<file path="src/rtl/core/assert_macros.svh">
// Assertion helpers shared by the RTL. Each use sits on a line of its own.
`ifndef ASSERT_MACROS_SVH
`define ASSERT_MACROS_SVH

// Checked on every rising edge of clk, switched off while arst_n is low.
`define ASSERT_CLK(lbl, prop, msg) \
	lbl: assert property (@(posedge clk) disable iff (!arst_n) prop) else $error(msg);

// Checked on every rising edge of clk, reset included.
`define ASSERT_ALWAYS(lbl, prop, msg) \
	lbl: assert property (@(posedge clk) prop) else $error(msg);

`endif

</file>
<file path="src/rtl/core/crp_pkg.sv">
`timescale 1ns / 1ps
`default_nettype none
// ----------------------------------------------------------------------------
// crp_pkg: constants for the controller response parser
// Command and byte codes, expectation kinds, parser states and reported value
// kinds.
// ----------------------------------------------------------------------------
package crp_pkg;

	localparam int unsigned ICON_ENTRIES_DEF  = 256;
	localparam int unsigned EVENT_ENTRIES_DEF = 128;

	localparam int unsigned ENTRY_W = 9;
	localparam int unsigned REC_W   = 4;
	localparam int unsigned SYNC_W  = 3;

	typedef logic [7:0]         byte_t;
	typedef logic [2:0]         expect_t;
	typedef logic [3:0]         parse_t;
	typedef logic [2:0]         vkind_t;
	typedef logic [ENTRY_W-1:0] entry_t;
	typedef logic [REC_W-1:0]   rec_t;
	typedef logic [SYNC_W-1:0]  sync_t;

	localparam logic OP_BYTE       = 1'b0;
	localparam logic OP_SET_EXPECT = 1'b1;

	localparam byte_t ALL_ON       = 8'hFF;
	localparam sync_t SYNC_MIN     = 3'd6;
	localparam sync_t SYNC_MAX     = 3'd7;
	localparam rec_t  RECORD_BYTES = 4'd8;

	localparam expect_t EX_IDLE       = 3'd0;
	localparam expect_t EX_ACK        = 3'd1;
	localparam expect_t EX_ACK_UPLOAD = 3'd2;
	localparam expect_t EX_CLOCK      = 3'd3;
	localparam expect_t EX_UPLOAD     = 3'd4;
	localparam expect_t EX_GRAPHICS   = 3'd5;
	localparam expect_t EX_EVENTS     = 3'd6;

	localparam parse_t PS_IDLE   = 4'd0;
	localparam parse_t PS_SYNC   = 4'd1;
	localparam parse_t PS_STATUS = 4'd2;
	localparam parse_t PS_HOUSE  = 4'd3;
	localparam parse_t PS_UNITS1 = 4'd4;
	localparam parse_t PS_UNITS2 = 4'd5;
	localparam parse_t PS_BASE   = 4'd6;
	localparam parse_t PS_MINUTE = 4'd7;
	localparam parse_t PS_HOUR   = 4'd8;
	localparam parse_t PS_DAY    = 4'd9;
	localparam parse_t PS_ICON1  = 4'd10;
	localparam parse_t PS_ICON2  = 4'd11;
	localparam parse_t PS_EVENT1 = 4'd12;
	localparam parse_t PS_EVENT8 = 4'd13;

	localparam vkind_t VK_NONE   = 3'd0;
	localparam vkind_t VK_MINUTE = 3'd1;
	localparam vkind_t VK_HOUR   = 3'd2;
	localparam vkind_t VK_DAY    = 3'd3;
	localparam vkind_t VK_HOUSE  = 3'd4;

endpackage
`default_nettype wire

</file>
<file path="src/rtl/core/controller_response_parser.sv">
// Usage: each input word is either a command (opcode 1) that sets the kind of
// response awaited, or one received serial byte (opcode 0). Every received
// byte yields one result word; a command yields none.
// Both channels use valid/stall; a word moves on a rising edge with valid high
// and stall low. Input words land in a register and are parsed from there; the
// result enters an output register once it is free and sits there until taken.
// Throughput: one word per cycle while a held result is not stalled.
// in_stall rises only while a result is held by out_stall and the input
// register is already full, so backpressure passes through combinationally.
// Reset (arst_n low) empties both registers and returns the parser to idle
// with no response awaited and all counters cleared.
`timescale 1ns / 1ps
`default_nettype none
`include "assert_macros.svh"
// ----------------------------------------------------------------------------
// controller_response_parser: serial response parser
// Finds the sync run, reports the status byte and clock/house code fields,
// skips icon and event tables and flags response completion.
// ----------------------------------------------------------------------------
module controller_response_parser #(
	parameter int unsigned ICON_ENTRIES  = crp_pkg::ICON_ENTRIES_DEF,
	parameter int unsigned EVENT_ENTRIES = crp_pkg::EVENT_ENTRIES_DEF
) (
	input  wire logic             clk,
	input  wire logic             arst_n,
	input  wire logic             in_valid,
	output logic                  in_stall,
	input  wire logic             opcode,
	input  wire crp_pkg::byte_t   data_byte,
	input  wire crp_pkg::expect_t expect_kind,
	output logic                  out_valid,
	input  wire logic             out_stall,
	output logic                  status_valid,
	output crp_pkg::byte_t        status_byte,
	output crp_pkg::vkind_t       value_kind,
	output crp_pkg::byte_t        value_data,
	output logic                  complete
);
	import crp_pkg::*;

	localparam entry_t ICON_LIMIT  = ENTRY_W'(ICON_ENTRIES);
	localparam entry_t EVENT_LIMIT = ENTRY_W'(EVENT_ENTRIES);

	logic    valid_s1;
	logic    op_s1;
	byte_t   byte_s1;
	expect_t kind_s1;

	expect_t expect_q, expect_d;
	parse_t  parse_q, parse_d;
	sync_t   sync_q, sync_d;
	entry_t  entry_q, entry_d, entry_inc;
	rec_t    rec_q, rec_d;

	logic    sv, done;
	byte_t   sb, vd;
	vkind_t  vk;

	logic    advance;
	logic    in_take;

	assign advance  = valid_s1 && (!out_valid || !out_stall);
	assign in_stall = valid_s1 && !advance;
	assign in_take  = in_valid && !in_stall;

	always_ff @(posedge clk or negedge arst_n) begin
		if (!arst_n) begin
			valid_s1 <= 1'b0;
		end else if (in_take) begin
			valid_s1 <= 1'b1;
		end else if (advance) begin
			valid_s1 <= 1'b0;
		end
	end

	always_ff @(posedge clk) begin
		if (in_take) begin
			op_s1   <= opcode;
			byte_s1 <= data_byte;
			kind_s1 <= expect_kind;
		end
	end

	always_comb begin
		expect_d  = expect_q;
		parse_d   = parse_q;
		sync_d    = sync_q;
		entry_d   = entry_q;
		rec_d     = rec_q;
		sv        = 1'b0;
		sb        = '0;
		vk        = VK_NONE;
		vd        = '0;
		done      = 1'b0;
		entry_inc = (entry_q == '1) ? entry_q : entry_q + ENTRY_W'(1);
		if (op_s1 == OP_SET_EXPECT) begin
			expect_d = kind_s1;
		end else begin
			unique case (parse_q)
				PS_IDLE: begin
					if (byte_s1 == ALL_ON) begin
						parse_d = PS_SYNC;
						sync_d  = SYNC_W'(1);
					end
				end
				PS_SYNC: begin
					if (byte_s1 == ALL_ON) begin
						if (sync_q != SYNC_MAX) begin
							sync_d = sync_q + SYNC_W'(1);
						end
					end else if (sync_q >= SYNC_MIN) begin
						sync_d = '0;
						sv     = 1'b1;
						sb     = byte_s1;
						unique case (expect_q)
							EX_IDLE: parse_d = PS_IDLE;
							EX_ACK: begin
								done     = 1'b1;
								expect_d = EX_IDLE;
								parse_d  = PS_IDLE;
							end
							EX_ACK_UPLOAD: begin
								parse_d  = PS_IDLE;
								expect_d = EX_UPLOAD;
							end
							EX_CLOCK, EX_UPLOAD: parse_d = PS_STATUS;
							EX_GRAPHICS, EX_EVENTS: begin
								parse_d = PS_STATUS;
								entry_d = '0;
							end
							default: begin
								expect_d = EX_IDLE;
								parse_d  = PS_IDLE;
							end
						endcase
					end else begin
						sync_d  = '0;
						parse_d = PS_IDLE;
					end
				end
				PS_STATUS: begin
					priority if (expect_q == EX_UPLOAD) begin
						parse_d = PS_HOUSE;
					end else if (expect_q == EX_CLOCK) begin
						vk      = VK_MINUTE;
						vd      = byte_s1;
						parse_d = PS_MINUTE;
					end else if (expect_q == EX_GRAPHICS) begin
						if (byte_s1 == ALL_ON) begin
							entry_d = entry_inc;
							parse_d = PS_ICON2;
						end else begin
							parse_d = PS_ICON1;
						end
					end else if (expect_q == EX_EVENTS) begin
						if (byte_s1 == ALL_ON) begin
							entry_d = entry_inc;
							parse_d = PS_EVENT8;
						end else begin
							rec_d   = REC_W'(1);
							parse_d = PS_EVENT1;
						end
					end else begin
						expect_d = EX_IDLE;
						parse_d  = PS_IDLE;
					end
				end
				PS_HOUSE, PS_UNITS1: begin
					if (expect_q == EX_UPLOAD) begin
						parse_d = (parse_q == PS_HOUSE) ? PS_UNITS1 : PS_UNITS2;
					end else begin
						expect_d = EX_IDLE;
						parse_d  = PS_IDLE;
					end
				end
				PS_UNITS2, PS_DAY: begin
					if ((parse_q == PS_UNITS2 && expect_q == EX_UPLOAD) ||
					    (parse_q == PS_DAY && expect_q == EX_CLOCK)) begin
						vk      = VK_HOUSE;
						vd      = {4'h0, byte_s1[7:4]};
						parse_d = PS_BASE;
					end else begin
						expect_d = EX_IDLE;
						parse_d  = PS_IDLE;
					end
				end
				PS_BASE: begin
					done     = (expect_q == EX_UPLOAD) || (expect_q == EX_CLOCK);
					expect_d = EX_IDLE;
					parse_d  = PS_IDLE;
				end
				PS_MINUTE, PS_HOUR: begin
					if (expect_q == EX_CLOCK) begin
						vk      = (parse_q == PS_MINUTE) ? VK_HOUR : VK_DAY;
						vd      = byte_s1;
						parse_d = (parse_q == PS_MINUTE) ? PS_HOUR : PS_DAY;
					end else begin
						expect_d = EX_IDLE;
						parse_d  = PS_IDLE;
					end
				end
				PS_ICON1: begin
					if (expect_q == EX_GRAPHICS) begin
						parse_d = PS_ICON2;
					end else begin
						expect_d = EX_IDLE;
						parse_d  = PS_IDLE;
					end
				end
				PS_ICON2: begin
					priority if (expect_q != EX_GRAPHICS) begin
						expect_d = EX_IDLE;
						parse_d  = PS_IDLE;
					end else if (entry_q >= ICON_LIMIT) begin
						done     = 1'b1;
						entry_d  = '0;
						expect_d = EX_IDLE;
						parse_d  = PS_IDLE;
					end else if (byte_s1 == ALL_ON) begin
						entry_d = entry_inc;
					end else begin
						parse_d = PS_ICON1;
					end
				end
				PS_EVENT1: begin
					priority if (expect_q != EX_EVENTS) begin
						expect_d = EX_IDLE;
						parse_d  = PS_IDLE;
					end else if (rec_q == RECORD_BYTES) begin
						parse_d = PS_EVENT8;
					end else begin
						rec_d = rec_q + REC_W'(1);
					end
				end
				PS_EVENT8: begin
					priority if (expect_q != EX_EVENTS) begin
						expect_d = EX_IDLE;
						parse_d  = PS_IDLE;
					end else if (entry_q >= EVENT_LIMIT) begin
						done     = 1'b1;
						entry_d  = '0;
						expect_d = EX_IDLE;
						parse_d  = PS_IDLE;
					end else if (byte_s1 == ALL_ON) begin
						entry_d = entry_inc;
					end else begin
						rec_d   = REC_W'(1);
						parse_d = PS_EVENT1;
					end
				end
				default: parse_d = PS_IDLE;
			endcase
		end
	end

	always_ff @(posedge clk or negedge arst_n) begin
		if (!arst_n) begin
			expect_q <= EX_IDLE;
			parse_q  <= PS_IDLE;
			sync_q   <= '0;
			entry_q  <= '0;
			rec_q    <= '0;
		end else if (advance) begin
			expect_q <= expect_d;
			parse_q  <= parse_d;
			sync_q   <= sync_d;
			entry_q  <= entry_d;
			rec_q    <= rec_d;
		end
	end

	// result word register
	always_ff @(posedge clk or negedge arst_n) begin
		if (!arst_n) begin
			out_valid <= 1'b0;
		end else if (advance && op_s1 == OP_BYTE) begin
			out_valid <= 1'b1;
		end else if (!out_stall) begin
			out_valid <= 1'b0;
		end
	end

	always_ff @(posedge clk) begin
		if (advance && op_s1 == OP_BYTE) begin
			status_valid <= sv;
			status_byte  <= sb;
			value_kind   <= vk;
			value_data   <= vd;
			complete     <= done;
		end
	end

	`ASSERT_CLK(a_stall_cause, in_stall |-> (out_valid && out_stall), "stall, no held word")
	`ASSERT_CLK(a_status_alone, out_valid && status_valid |-> value_kind == VK_NONE, "status alone")
	`ASSERT_CLK(a_status_zero, out_valid && !status_valid |-> status_byte == '0, "status zero")
	`ASSERT_CLK(a_value_zero, out_valid && value_kind == VK_NONE |-> value_data == '0, "value zero")
	`ASSERT_ALWAYS(a_reset_idle, !arst_n |=> (parse_q == PS_IDLE || arst_n), "reset idle")

endmodule
`default_nettype wire
</file>
<file path="config.mk">
export PLATFORM = sky130hd
export DESIGN_NAME = controller_response_parser
export DESIGN_NICKNAME = d
export VERILOG_FILES = /design/src/rtl/core/crp_pkg.sv /design/src/rtl/core/controller_response_parser.sv
export VERILOG_INCLUDE_DIRS = /design/src /design/src/rtl/core
export SDC_FILE = /design/constraint.sdc
export NUM_CORES = 1
export LEC_CHECK = 0
export ABC_AREA = 1
export BUFFER_PORTS_ARGS = -buffer_cell sky130_fd_sc_hd__buf_2
export CAP_MARGIN = 10
export CORE_MARGIN = 8
export CORE_UTILIZATION = 45
export DETAILED_ROUTE_END_ITERATION = 16
export PLACE_DENSITY = 0.69
export SLEW_MARGIN = 20
export SYNTH_ARGS = -nofsm -noshare
export SYNTH_HDL_FRONTEND = slang
export SYNTH_SLANG_ARGS = --single-unit
</file>
<file path="constraint.sdc">
create_clock -name clk -period 2.49 [get_ports clk]
set_input_delay 0.1245 -clock clk [delete_from_list [all_inputs] [get_ports clk]]
set_output_delay 0.1245 -clock clk [all_outputs]
set_load 0.05 [all_outputs]
</file>
---- Yosys cells after proc, flatten, opt, wreduce, memory -nomap -nowiden ----
Index checks and enable logic that the tools add are counted.
W data, S select, Z words.
cells by class
  add/subtract/negate cells ............... 3
  magnitude comparators ................... 3
  bitwise operators ....................... 3
  reductions and logical operators ........ 33
  eq/ne operators ......................... 58
  multiplexer cells ....................... 94
operators by type and width
  cell                   number
  $mux W9                13
  $mux W4                27
  $mux W3                22
  $ne A3 B3 Y1 const B   18
  $pmux W4 S10           1
  $pmux W9 S4            1
  $pmux W3 S10           1
  $eq A4 B4 Y1 const B   7
  $ne A2 B2 Y1 const B   12
  $pmux W8 S3            1
  $reduce_and A11 Y1     2
  $mux W1                19
  $eq A4 B3 Y1 const B   4
  $mux W8                2
  $ne A4 B4 Y1 const B   4
  $reduce_and A16 Y1     1
  $pmux W3 S2            2
  $pmux W4 S3            1
  $reduce_bool A11 Y1    1
  $add A9 B1 Y9 const B  1
  $eq A3 B3 Y1 const B   3
  $eq A9 B9 Y1 const B   1
  $ge A9 B8 Y1 const B   1
  $ge A9 B9 Y1 const B   1
  27 further kinds       48
word-level totals
  logic and storage cells ................. 209
  bits in registers ....................... 58
  output and inout port bits .............. 23
  input port bits ......................... 16

---- Logic depth before layout (Yosys ltp) ----
Gate-level depths: netlist (run 1).
  depth in word-level cells ............... 8
  depth in mapped cells ................... 13

---- Least setup slack after synthesis (run 1) ----
No wires, ideal clock.
  kind .................................... register to register
  start ................................... reg out_valid
  end ..................................... reg entry_q[8]
  stages on the path, launching flop included .. 10
  required time ........................... 2.371 ns
  period minus slack after synthesis ...... 2.718 ns
  path buffers ............................ 0
  arrival time ............................ 2.599 ns
  slack ................................... -0.228 ns
  path through ............................ dfrtp_1 > nand2_1 > nand2_1 > nor2_1 > nand3_2 > nor3_4 > nand2_4 > nor2_4 > inv_2 > o21a_1
on the way
  longest elaborated chain between the ends .. 4
RTL lines
  item                          line                               RTL
  start: declaration            controller_response_parser.sv:31   output logic out_valid,
  start signal: assignment      controller_response_parser.sv:275  out_valid <= 1'b0;
  start signal: assignment      controller_response_parser.sv:277  out_valid <= 1'b1;
  start signal: assignment      controller_response_parser.sv:279  out_valid <= 1'b0;
  $logic_not A1 Y1              controller_response_parser.sv:62   assign advance = valid_s1 && (!out_valid || !out_stall);
  $logic_or A1 B1 Y1            controller_response_parser.sv:62
  $logic_and A1 B1 Y1           controller_response_parser.sv:62
  $reduce_and A11 Y1 (no line)  n/a
  end signal: assignment        controller_response_parser.sv:267  entry_q <= entry_d;
  end: declaration              controller_response_parser.sv:52   entry_t entry_q, entry_d, entry_inc;
No other way between the ends.
A chain may end at the register's enable or synchronous reset.

---- Worst setup path in the final report (run 1) ----
  start ................................... reg byte_s1[0]
  end ..................................... reg parse_q[2]
on the way
  longest elaborated chain between the ends .. 3
  elaborated cells between the ends (all ways) .. 6
  those cells by class .................... eq/ne: 5; reduce/logical: 1
RTL lines
  item                                                           line                               RTL
  start: declaration                                             controller_response_parser.sv:46   byte_t byte_s1;
  start signal: assignment                                       controller_response_parser.sv:79   byte_s1 <= data_byte;
  $eq A8 B8 Y1 *                                                 n/a
  $ne A4 B4 Y1 (no line) / $ne A2 B2 Y1 (equally long branches)  n/a
  $reduce_and A7 Y1 (no line) *                                  n/a
  end signal: assignment                                         controller_response_parser.sv:265  parse_q <= parse_d;
  end: declaration                                               controller_response_parser.sv:50   parse_t parse_q, parse_d;
Every way passes the cells marked *; elsewhere a longest branch is shown, timed or not.

==> run_results.csv, run 1 <==
group,metric,value,unit
global_route,grt_pass1_wl,13300,um
synthesis,synth-edff-count,33,
synthesis,syn_nets,432,
cells_and_area,drive_above_1_share,0.200,
cts,clockBufferDepth,2,
cts,clk_latency,340,ps
floorplanning,fp.dieW,103,um
power,p_per_area,841,mW/mm2
timing,rsz0062_at_grt,"false",
timing,fin_crit,2000,ps
critical_path,critPathMaxFanout,11,
cells_and_area,nets,494,
cells_and_area,diodes,0,
placement,place_congestion,0.924,
synthesis,synth_area_per_cell,8.26,um2
route,firstDrtPassIters,4,
cts,ctsResizeCount,0,
cts,cts.sinks,58,
synthesis,synthMuxAreaShare,0,
placement,io_buffer_count,38,
cells_and_area,area_delta_synth_final,19.1,%
timing,worst_pin_slew,576,ps
cells_and_area,fin_area,0.00402,mm2
timing,fin_setup_tns,0,ps
cts,post_cts_buffers,0,
cts,cts_buffers,9,
route,wirelength,7910,um
synthesis,ys.flop_type,"edfxtp_1",
critical_path,crit_type,"reg2reg",
synthesis,synthSimpleGateAreaFrac,0.338,
cells_and_area,n_fill_cell,673,
synthesis,ys_seq_elements,58,
cells_and_area,utilization,0.555,
synthesis,synth_xor_area_frac,0.0130,
global_route,antenna_found_initial,0,
timing,final.period_utilization,0.803,
synthesis,ys_types,40,
route,viasPerCell,5.09,
critical_path,r2r-end,"parse_q[2]$_DFFE_PN0P_",
synthesis,async_flop_share,0.431,
critical_path,end_kind,"flip-flop",
timing,relSlewSlack,0.616,
floorplanning,core_area,0.00725,mm2
synthesis,synth_fa_ha_area_frac,0.0259,
floorplanning,io_pins,39,
timing,hold_viol_final,0,
synthesis,synth_area,0.00338,mm2
power,leakage,1.93,nW
cts,cts_tree,"done",
critical_path,r2r-start,"byte_s1[0]$_DFFE_PP_",
global_route,track_usage,0.162,
min_path,hp-class,"in2reg",
route,ant_nets,0,
synthesis,yosysWarnings,0,
synthesis,synth_compound_area_frac,0.0678,
synthesis,syn_inst,409,
cts,ctsHtreeMaxLevel,3,
cts,holdBufCountCts,14,
outcome,status,"completed",
floorplanning,die_area,0.0105,mm2
floorplanning,initial_core_util,0.466,
synthesis,synth_top_family_by_area,"simple AND/OR/NAND/NOR gates",
floorplanning,die_h,103,um
floorplanning,std_cell_rows,31,
cts,cts_root_buf,"clkbuf_8",
run,drv_cap,0,
timing,fin_skew,10.3,ps
cts,path_clk_slew,60,ps
critical_path,critical_path.startpoint_type,"flip-flop",
critical_path,r2r_setup_slack,490,ps
placement,hpwl,5890,um
critical_path,crit_required,2740,ps
min_path,min_to,"out_valid$_DFFE_PN0P_",
placement,dpl-instance-area,0.00369,mm2
timing,drv_slew,0,
route,post_drt_wl_per_cell,13.7,um
global_route,grt_max_degree,26,
global_route,grt_pass1_vias,2843,
timing,timing.fmax,0.500,GHz
critical_path,reg2regPathDepth,8,
timing,setup_viol,0,
critical_path,critPathArrivalTime,2250,ps
global_route,grt-ovfl-total,0,
route,drt_iter0_drc,224,
route,num_vias,2925,
synthesis,synth-seq-area-share,0.479,
min_path,worstHoldStart,"out_stall",
route,drc_errors,0,
min_path,hold-path-cell-count,3,
power,peakVddDrop,0.000418,V
-- power by group --
part | switching, W | internal (W) | total, W
Clock | 0.000393 | 0.000463 | 0.000856
Sequential | 0.000173 | 0.00118 | 0.00135
Combinational | 0.000815 | 0.000360 | 0.00117
-- Yosys cell counts, types with 2 or more instances --
library cell	n	area, um2
a21oi_1	6	30.0
a31oi_1	2	12.5
dfrtp_1	25	626
edfxtp_1	33	991
ha_1	7	87.6
inv_1	52	195
inv_2	7	26.3
nand2_1	97	364
nand2_2	8	50.1
nand2_4	2	22.5
nand3_1	40	200
nand3_2	4	40.0
nand4_1	15	93.8
nor2_1	45	169
nor2_2	2	12.5
nor2_4	5	56.3
nor3_1	6	30.0
nor3_4	2	32.5
o21ai_0	14	70.1
o21ai_1	10	50.1
o21ai_2	2	17.5
o22ai_1	4	25.0
xor2_1	4	35.0
-- cells by family after synthesis --
kind of cell	count (synthesis)
compound gates	41
xor+xnor	5
fa+ha+maj	7
buf+inv	65
flops	58
simple gates	233
-- worst max-delay path, cell delays in order (launching register included) --
cell	delay, ps
edfxtp_1	350
nand2_1	60
nor2_1	230
nand2_1	320
inv_2	270
o21ai_2	110
nor3_4	360
o21ai_1	120
o21ai_0	100
-- how the worst max path moves through the flow --
stage | from | to | slack [ps] | cells after the start
floorplan | out_valid$_DFFE_PN0P_ | entry_q[8]$_DFFE_PN0P_ | 180 | 9
global placement | byte_s1[1]$_DFFE_PP_ | parse_q[2]$_DFFE_PN0P_ | 620 | 8
detailed placement | byte_s1[0]$_DFFE_PP_ | parse_q[2]$_DFFE_PN0P_ | 500 | 8
CTS | byte_s1[0]$_DFFE_PP_ | parse_q[2]$_DFFE_PN0P_ | 480 | 8
global route | byte_s1[0]$_DFFE_PP_ | parse_q[2]$_DFFE_PN0P_ | 280 | 8
finish | byte_s1[0]$_DFFE_PP_ | parse_q[2]$_DFFE_PN0P_ | 490 | 8
-- routing by layer --
metal  up-vias  track usage  wire length [um]
met5         -            0                 0
met4         0       0.0688               132
met3        11       0.0331               417
met2        68        0.268              3790
met1      1365        0.200              3570
li1       1481            -                 -
-- sequential cells by signal, indices dropped and copies added (netlist names), 4 cells and up --
name         count
entry_q          9
byte_s1          8
status_byte      8
value_data       8
parse_q          4
rec_q            4
-- placed cells by master, fill, tap and decap left out, drive strengths merged, types with 7 or more instances in the layout --
cell and n:
nor2 52, o21ai 26, edfxtp 33, dlygate4sd3 14, nor3 9, clkbuf 10, dfrtp 25, inv 61
nand2 107, buf 40, ha 7, nand4 15, nand3 45, a21oi 7
-- cell type report --
class,instances,area [um2],share of cell area
sequential,58,1620,0.402
multi-input combinational,286,1500,0.374
timing repair buffer,54,345,0.0858
inverter,62,240,0.0597
clock buffer,10,128,0.0317
tap,99,124,0.0308
clock inverter,6,66.3,0.0165
-- stage by stage --
step | std cells | setup WS [ps] | power, W | hold slack (ps)
finish | 575 | 490 | 0.00338 | 43.1
global route | 575 | 285 | 0.00361 | 67.1
CTS | 575 | 483 | 0.00340 | 32.9
detailed placement | 545 | 501 | 0.00252 | 157
global placement | 545 | 623 | 0.00250 | 155
floorplan | 409 | 184 | 0.00223 | -171
Note: power is estimated with default switching activity, not from simulation.
==> inputs of run 2 (changes only) <==
- clock period: 2.49 -> 1.65 ns (I/O delays scaled with it)
==> run 2 against run 1 <==
  * The run now ends with negative setup slack left
  * Wire length grew 12%
  * First-iteration DRC count unchanged
  * Hold slack got worse by 27 ps
  * Sequential power is 51% higher
  * Core utilization grew 9.8 points
  * Sequential share of layout area shrank 5.9 points
  * Combinational power is 110% higher
  * Critical path type unchanged
  * Non-clock buffer count up 63
  * Clock power grew 74%
  * Fmax increased by 19%
  * Total power up 79%
==> run_results.csv, run 2 (same netlist as run 1, synthesis figures left out) <==
group,metric,value,unit
cells_and_area,layout_common_cells,"nand2_1 (88), buf_4 (61), inv_1 (47), buf_2 (38), nor2_1 (36)",
global_route,gr-usage-met2,0.294,
route,post_drt_wl_per_cell,13.9,um
floorplanning,die_area,0.0105,mm2
global_route,grt_most_used_layer,"met2",
power,peakVddDrop,0.000939,V
timing,layout_setup_ws,-35.9,ps
critical_path,crit_path_start,"parse_q[3]$_DFFE_PN0P_",
timing,worst_pin_slew,612,ps
min_path,hp-class,"in2reg",
global_route,grt_pass1_vias,3040,
critical_path,critPathMaxFanout,6,
cts,clockBufferDepth,2,
timing,fin_hold_ws,16.1,ps
global_route,track_usage,0.172,
run,drv_cap,0,
cts,path_clk_slew,70,ps
route,wirelength,8880,um
route,drt_iter0_drc,224,
critical_path,crit_type,"reg2reg",
cells_and_area,diodes,0,
global_route,met1_usage,0.211,
timing,relSlewSlack,0.592,
floorplanning,core_area,0.00725,mm2
min_path,worstHoldStart,"out_stall",
cts,clk_latency,340,ps
timing,drv_slew,0,
cells_and_area,drive_above_1_share,0.371,
cells_and_area,nets,557,
floorplanning,die_h,103,um
critical_path,crit_required,1870,ps
timing,setup_viol,3,
timing,fin_skew,10.4,ps
cts,ctsHtreeMaxLevel,3,
critical_path,critPathArrivalTime,1910,ps
placement,hpwl,6250,um
timing,rsz0062_at_grt,"true",
critical_path,critical_path.startpoint_type,"flip-flop",
route,drc_errors,0,
cells_and_area,largest-register,"entry_q",
global_route,grt_max_degree,26,
global_route,antenna_found_initial,0,
floorplanning,std_cell_rows,31,
power,p_per_area,1280,mW/mm2
cts,cts_tree,"done",
power,leakage,2.29,nW
placement,place_congestion,0.957,
outcome,violations,"negative setup slack",
route,ant_nets,0,
route,num_vias,3188,
route,viasPerCell,5.00,
cts,cts_root_buf,"clkbuf_8",
cells_and_area,final_common_cell,"nand2_1",
timing,final.period_utilization,1.02,
cells_and_area,area_delta_synth_final,40.1,%
timing,fin_crit,1690,ps
global_route,grt-ovfl-total,0,
timing,timing.fmax,0.593,GHz
floorplanning,io_pins,39,
route,firstDrtPassIters,5,
cts,cts_buffers,9,
global_route,grt_pass1_wl,14200,um
critical_path,r2r_setup_slack,-40,ps
outcome,status,"finished, violations left",
placement,io_buffer_count,38,
critical_path,end_kind,"flip-flop",
placement,dp_slack,-128,ps
floorplanning,initial_core_util,0.466,
cells_and_area,largest_reg_flops,9,
timing,hold_viol_final,0,
critical_path,r2r-start,"parse_q[3]$_DFFE_PN0P_",
floorplanning,fp.dieW,103,um
global_route,use_met3,0.0385,
cts,cts.sinks,58,
run 2: changes by cell type in the layout (fill, tap and decap cells not counted), moves of 5 or more:
cell and delta:
buf_4 +59, nand2_1 -9, nor2_1 -8, dfrtp_1 -5
dfrtp_2 +5, inv_1 -5, inv_2 +5, nand2_2 +5
nand3_1 -5
run 2: what timing repair did:
| item | 4_1_cts | 5_1_grt |
|---|---|---|
| buffers inserted | 12 | 10 |
| setup endpoints to repair | 21 | 30 |
| endpoints found under the hold margin | 38 | 0 |
| hold buffers | 14 | 0 |
| gates resized for setup | 16 | 39 |
| pin swaps | 5 | 22 |
run 2: metrics by stage:
stage | util | total power, W | cell area, um2 | TNS, ps | instances
floorplan | - | 0.00338 | 3400 | -4000 | 409
global placement | 0.555 | 0.00406 | 4030 | -779 | 587
detailed placement | 0.555 | 0.00408 | 4030 | -529 | 587
CTS | 0.624 | 0.00578 | 4520 | -7.97 | 629
global route | 0.652 | 0.00640 | 4730 | -1820 | 638
finish | 0.652 | 0.00604 | 4730 | -104 | 638
run 2: metal layers:
metal | share of wire | wire [um]
met5 | 0 | 0
met4 | 0.018 | 157
met3 | 0.049 | 433
met2 | 0.50 | 4400
met1 | 0.44 | 3890
run 2: area by class of cell:
cell class | count | area, um2
fillers | 592 | 2520
multi-input cells | 286 | 1680
flip-flops and latches | 58 | 1620
repair buffers | 117 | 833
inverters | 62 | 243
clock buffers | 9 | 124
well taps | 99 | 124
clock inverters | 7 | 101
run 2: final timing paths:
path / to / depth (start not counted)
worst max-delay path: entry_q[8]$_DFFE_PN0P_ / 10
worst min-delay path: out_valid$_DFFE_PN0P_ / 3
worst max register to register: entry_q[8]$_DFFE_PN0P_ / 10
worst min register to register: expect_q[0]$_DFFE_PN0P_ / 2
max in group asynchronous: out_valid$_DFFE_PN0P_ / 2
min in group asynchronous: sync_q[2]$_DFFE_PN0P_ / 2
run 2: worst max-delay path: stages, from the launching register on:
cell and delay [ps]:
dfrtp_1 430, inv_2 150, nand2_4 110, nor2_4 150, and2_4 190, nand2_1 70, nand2_2 110, nand2_4 100
nor2_4 130, inv_2 40, o21a_1 90
run 2: power breakdown:
part | switching [W] | internal (W) | leakage (nW)
combinational | 0.00151 | 0.00100 | 1.55
sequential | 0.000256 | 0.00179 | 0.636
clock | 0.000626 | 0.000860 | 0.106
total | 0.00239 | 0.00365 | 2.29
